### src/rtl/core/tpf_pkg.sv
package tpf_pkg;

	localparam int DEF_MAX_POINTS = 1024;
	localparam int DEF_FRAC_BITS  = 16;

	// Action codes carried by an input transaction.
	localparam logic ACT_LOAD = 1'b0;
	localparam logic ACT_TIME = 1'b1;

	// Configuration register indexes.
	localparam logic [2:0] REG_ACCEL       = 3'd0;
	localparam logic [2:0] REG_TOP_SPEED   = 3'd1;
	localparam logic [2:0] REG_PATH_LENGTH = 3'd2;
	localparam logic [2:0] REG_HOVER_MODE  = 3'd3;
	localparam logic [2:0] REG_POINT_COUNT = 3'd4;

	typedef struct packed {
		logic               action;
		logic        [9:0]  point_index;
		logic        [31:0] point_distance;
		logic signed [31:0] point_x;
		logic signed [31:0] point_y;
		logic signed [31:0] point_z;
		logic        [31:0] time_now;
	} item_t;

	typedef struct packed {
		logic signed [31:0] pos_x;
		logic signed [31:0] pos_y;
		logic signed [31:0] pos_z;
		logic signed [31:0] vel_x;
		logic signed [31:0] vel_y;
		logic signed [31:0] vel_z;
		logic signed [31:0] speed_out;
		logic signed [31:0] distance_out;
	} result_t;

	typedef enum logic [4:0] {
		OP_NONE,
		OP_LOAD,
		OP_TAKE,
		OP_SQ,
		OP_BRK_START,
		OP_BRK_CMP,
		OP_MUL_AD,
		OP_MUL_SD,
		OP_MUL_HALF,
		OP_UPD,
		OP_SRCH,
		OP_VDIFF,
		OP_VSQ,
		OP_VACC,
		OP_SQRT_START,
		OP_VMUL,
		OP_VDIV_START,
		OP_VSET,
		OP_EMIT
	} op_t;

	typedef struct packed {
		op_t op;
	} cmd_t;

	typedef struct packed {
		logic hover;
		logic div_done;
		logic sqrt_done;
		logic srch_done;
		logic sum_zero;
		logic k_last;
		logic out_free;
	} status_t;

	typedef enum logic [4:0] {
		S_IDLE,
		S_SQ,
		S_BRK_DIV,
		S_BRK_WAIT,
		S_BRK_CMP,
		S_MUL_AD,
		S_MUL_SD,
		S_MUL_HALF,
		S_UPD,
		S_SRCH,
		S_VDIFF,
		S_VSQ,
		S_VACC,
		S_SQRT,
		S_SQRT_WAIT,
		S_VMUL,
		S_VDIV,
		S_VDIV_WAIT,
		S_VSET,
		S_OUT
	} state_t;

endpackage

### src/rtl/core/tpf_ctrl.sv
module tpf_ctrl import tpf_pkg::*; (
	input  logic    clk,
	input  logic    arst_n,
	input  logic    item_valid,
	input  logic    item_action,
	input  status_t status,
	output logic    item_ready,
	output cmd_t    cmd
);
	state_t state_q, state_d;

	always_ff @(posedge clk or negedge arst_n) begin
		if (!arst_n) begin
			state_q <= S_IDLE;
		end else begin
			state_q <= state_d;
		end
	end

	always_comb begin
		state_d = state_q;
		case (state_q)
			S_IDLE: begin
				if (item_valid && item_action == ACT_TIME) begin
					state_d = status.hover ? S_OUT : S_SQ;
				end
			end
			S_SQ:        state_d = S_BRK_DIV;
			S_BRK_DIV:   state_d = S_BRK_WAIT;
			S_BRK_WAIT:  state_d = status.div_done ? S_BRK_CMP : S_BRK_WAIT;
			S_BRK_CMP:   state_d = S_MUL_AD;
			S_MUL_AD:    state_d = S_MUL_SD;
			S_MUL_SD:    state_d = S_MUL_HALF;
			S_MUL_HALF:  state_d = S_UPD;
			S_UPD:       state_d = S_SRCH;
			S_SRCH:      state_d = status.srch_done ? S_VDIFF : S_SRCH;
			S_VDIFF:     state_d = S_VSQ;
			S_VSQ:       state_d = S_VACC;
			S_VACC:      state_d = status.k_last ? S_SQRT : S_VSQ;
			S_SQRT:      state_d = status.sum_zero ? S_OUT : S_SQRT_WAIT;
			S_SQRT_WAIT: state_d = status.sqrt_done ? S_VMUL : S_SQRT_WAIT;
			S_VMUL:      state_d = S_VDIV;
			S_VDIV:      state_d = S_VDIV_WAIT;
			S_VDIV_WAIT: state_d = status.div_done ? S_VSET : S_VDIV_WAIT;
			S_VSET:      state_d = status.k_last ? S_OUT : S_VMUL;
			S_OUT:       state_d = status.out_free ? S_IDLE : S_OUT;
			default:     state_d = S_IDLE;
		endcase
	end

	always_comb begin
		item_ready = 1'b0;
		cmd.op     = OP_NONE;
		case (state_q)
			S_IDLE: begin
				item_ready = 1'b1;
				if (item_valid) begin
					if (item_action == ACT_LOAD) begin
						cmd.op = OP_LOAD;
					end else if (!status.hover) begin
						cmd.op = OP_TAKE;
					end
				end
			end
			S_SQ:       cmd.op = OP_SQ;
			S_BRK_DIV:  cmd.op = OP_BRK_START;
			S_BRK_CMP:  cmd.op = OP_BRK_CMP;
			S_MUL_AD:   cmd.op = OP_MUL_AD;
			S_MUL_SD:   cmd.op = OP_MUL_SD;
			S_MUL_HALF: cmd.op = OP_MUL_HALF;
			S_UPD:      cmd.op = OP_UPD;
			S_SRCH:     cmd.op = OP_SRCH;
			S_VDIFF:    cmd.op = OP_VDIFF;
			S_VSQ:      cmd.op = OP_VSQ;
			S_VACC:     cmd.op = OP_VACC;
			S_SQRT:     cmd.op = status.sum_zero ? OP_NONE : OP_SQRT_START;
			S_VMUL:     cmd.op = OP_VMUL;
			S_VDIV:     cmd.op = OP_VDIV_START;
			S_VSET:     cmd.op = OP_VSET;
			S_OUT:      cmd.op = status.out_free ? OP_EMIT : OP_NONE;
			default:    cmd.op = OP_NONE;
		endcase
	end
endmodule

### config.mk
export PLATFORM = sky130hd
export DESIGN_NAME = tpf_ctrl
export DESIGN_NICKNAME = d
export VERILOG_FILES = /design/src/rtl/core/tpf_pkg.sv /design/src/rtl/core/tpf_ctrl.sv
export SDC_FILE = /design/constraint.sdc
export NUM_CORES = 1
export LEC_CHECK = 0
export ABC_CLOCK_PERIOD_IN_PS = 1300
export BUFFER_PORTS_ARGS = -buffer_cell sky130_fd_sc_hd__clkbuf_2
export CAP_MARGIN = 15
export CORE_MARGIN = 5
export CORE_UTILIZATION = 48
export CTS_BUF_LIST = sky130_fd_sc_hd__clkbuf_8
export DETAILED_ROUTE_END_ITERATION = 8
export HOLD_SLACK_MARGIN = 0.12
export PLACE_DENSITY = 0.87
export SYNTH_ARGS = -nofsm -noshare
export SYNTH_HDL_FRONTEND = slang
export SYNTH_SLANG_ARGS = --single-unit
### constraint.sdc
create_clock -name clk -period 1.3 [get_ports clk]
set_input_delay 0.13 -clock clk [delete_from_list [all_inputs] [get_ports clk]]
set_output_delay 0.13 -clock clk [all_outputs]
set_load 0.005 [all_outputs]
==> results.toml <==
[grt]
grt_pass1_vias = 1003
grt_max_degree = 10
grt_pass1_wl_um = 5130
grt_util_all_layers = 0.347
grt.overflow.total = 0
antenna_found_initial = 0

[die]
io_pins = 17
core_mm2 = 0.00128
die_h_um = 46.6
num_rows = 13
dieWidth_um = 46.6
die_area_mm2 = 0.00217
start_util = 0.500

[synthesis]
syn-num-nets = 103
synth-seq-area-share = 0.195
synth_top_family_by_area = "compound AO/OA/AOI/OAI gates"
async_flop_share = 1.00
synth_compound_area_frac = 0.335
synth.area.mux_share = 0.0156
synth-adder-area-share = 0
yosys_warnings = 0
syn_area_um2 = 643
synth_cells = 92
synthDistinctLibCells = 37
syn_avg_cell_area_um2 = 6.99
synthXorXnorAreaFrac = 0.0409
synth_simple_gate_area_frac = 0.309
synth_ff_type = "dfrtp_1"
synth_edf_count = 0
ys_seq_elements = 5

[sta]
setup_slack_ns = -0.492
holdWs_ns = 0.277
setup_tns_ns = -3.81
layout_min_cycle_time_ns = 1.79
setup_viol_count_final = 11
tightest_slew_ns = 0.358
finalCritPeriodShare = 1.38
rsz0062_at_grt = "yes"
fmax_mhz = 558
finalClockSkew_ns = 0.000661
relSlewSlack = 0.759
slew_viol_final = 0
finalHoldViolCount = 0

[pwr]
seq_power_share = 0.115
p_comb_frac = 0.791
p_total_uw = 3290
p_clk_frac = 0.094
switching_share = 0.483
p_switching_uw = 1590
leakagePower_uw = 0.000567
power_density_mw_per_mm2 = 2680
peakVddDrop_uv = 1880
p_int_uw = 1700

[route]
wirelength_um = 4320
antenna_left = 0
num_vias = 1174
avgViaCountPerCell = 7.57
route.detailed.drc = 0
wire_per_inst_um = 27.9
drt_iter0_drc = 139
dr.pass1.iters = 7

[layout]
final_common_cell = "buf_4"
final_core_util = 0.954
top_register = "state_q"
multi_input_area_um2 = 602
regArea_um2 = 130
area.growth.synth_to_final_pct = 90.7
largest_reg_flops = 5
nets = 152
final_cell_mix = "22 x buf_4, 15 x buf_6, 11 x clkbuf_2"
layout-drive-gt1-share = 0.650
fillCellCount = 31
insertedDiodeCount = 0
reg.largest.list = "state_q x5"

[worst_setup_path]
end_kind = "primary output"
crit_fanout = 7
critPathRequiredTime_ns = 1.17
r2r_setup_slack_ns = -0.38
start_kind = "flop"
arrival_ns = 1.66
path_class = "reg2out"

[place]
io_buffers = 16
place_congestion = 0.991
pre_cts_slack_ns = -0.122
hpwl_um = 1420

[clock_network]
clockBufferDepth = 2
cts-buffers-inserted = 3
clk_pin_slew_ns = 0.04
cts_tree = "done"
clkLatencyLatePin_ns = 0.23
cts_sinks = 5
cts_root_buf = "clkbuf_8"
cts_max_level = 1

[job]
cap_violations = 0

[min_path]
hp-class = "in2async"

[outcome]
violations = "negative setup slack"
run_status = "complete, but fails checks"
[power groups by stage]
stage / clock [µW] / sequential (µW) / combinational, µW
after floorplan: 0 / 254 / 955
after global placement: 0 / 334 / 1370
final: 309 / 378 / 2600
after CTS: 291 / 344 / 1880
after global routing: 313 / 375 / 2640
after detailed placement: 0 / 335 / 1390
[Yosys cell counts (all sizes together) (2+ instances only)]
cell type	instances	share of area
a21oi	12	0.093
a31oi	2	0.019
and2	2	0.019
buf	7	0.076
clkbuf	2	0.012
dfrtp	5	0.19
inv	3	0.018
nand2	8	0.047
nand2b	4	0.039
nor2	10	0.062
nor3	4	0.031
o211ai	3	0.035
o21ai	8	0.062
xnor2	2	0.027
[metal layers]
layer / GRT usage / share of wire
met5: 0 / 0
met2: 0.538 / 0.43
met4: 0.159 / 0.087
met1: 0.433 / 0.34
met3: 0.109 / 0.15
[kinds of logic (layout without fill, tap and decap cells)]
group | Yosys count | in the layout
buf+inv | 12 | 60
xor+xnor | 3 | 3
flops | 5 | 5
simple gates | 37 | 37
mux | 1 | 1
compound gates | 34 | 34
[cell type report]
cell class | instances | share of cell area
clock buffers | 3 | 0.0337
clock inverters | 1 | 0.00306
inverters | 3 | 0.00918
multi-input cells | 75 | 0.491
flip-flops and latches | 5 | 0.106
well taps | 15 | 0.0153
repair buffers | 53 | 0.342
[per-stage QoR]
| step | area (µm²) | cells |
|---|---|---|
| after global placement | 851 | 136 |
| after floorplan | 646 | 92 |
| after CTS | 1080 | 151 |
| after global routing | 1230 | 155 |
| after detailed placement | 851 | 136 |
| final | 1230 | 155 |
[critical path, stage by stage, from the launching register on]
cell and delay (ns):
dfrtp_2 0.48, buf_6 0.15, buf_6 0.12, nand3b_1 0.13
a31oi_1 0.14, nor3_1 0.24, buf_2 0.17
[timing repair]
action                                 in CTS  in global routing
endpoints found under the hold margin       5                  0
setup endpoints to repair                  11                 11
buffers inserted                           10                  5
gates resized for setup                    32                 31
hold buffers                                1                  0
pin swaps                                  14                 14
[path summary, 6_finish.rpt]
| kind | start | to | cells past startpoint |
|---|---|---|---|
| max reg2reg | state_q[0]$_DFFE_PN0P_ | state_q[2]$_DFFE_PN0P_ | 6 |
| min | arst_n | state_q[0]$_DFFE_PN0P_ | 2 |
| max in group asynchronous | arst_n | state_q[2]$_DFFE_PN0P_ | 2 |
| max | state_q[0]$_DFFE_PN0P_ | cmd[2] | 6 |
| min reg2reg | state_q[4]$_DFFE_PN0P_ | state_q[2]$_DFFE_PN0P_ | 2 |
| min in group clk | status[1] | state_q[2]$_DFFE_PN0P_ | 3 |
No activity file was read; power rests on OpenSTA's default activity.
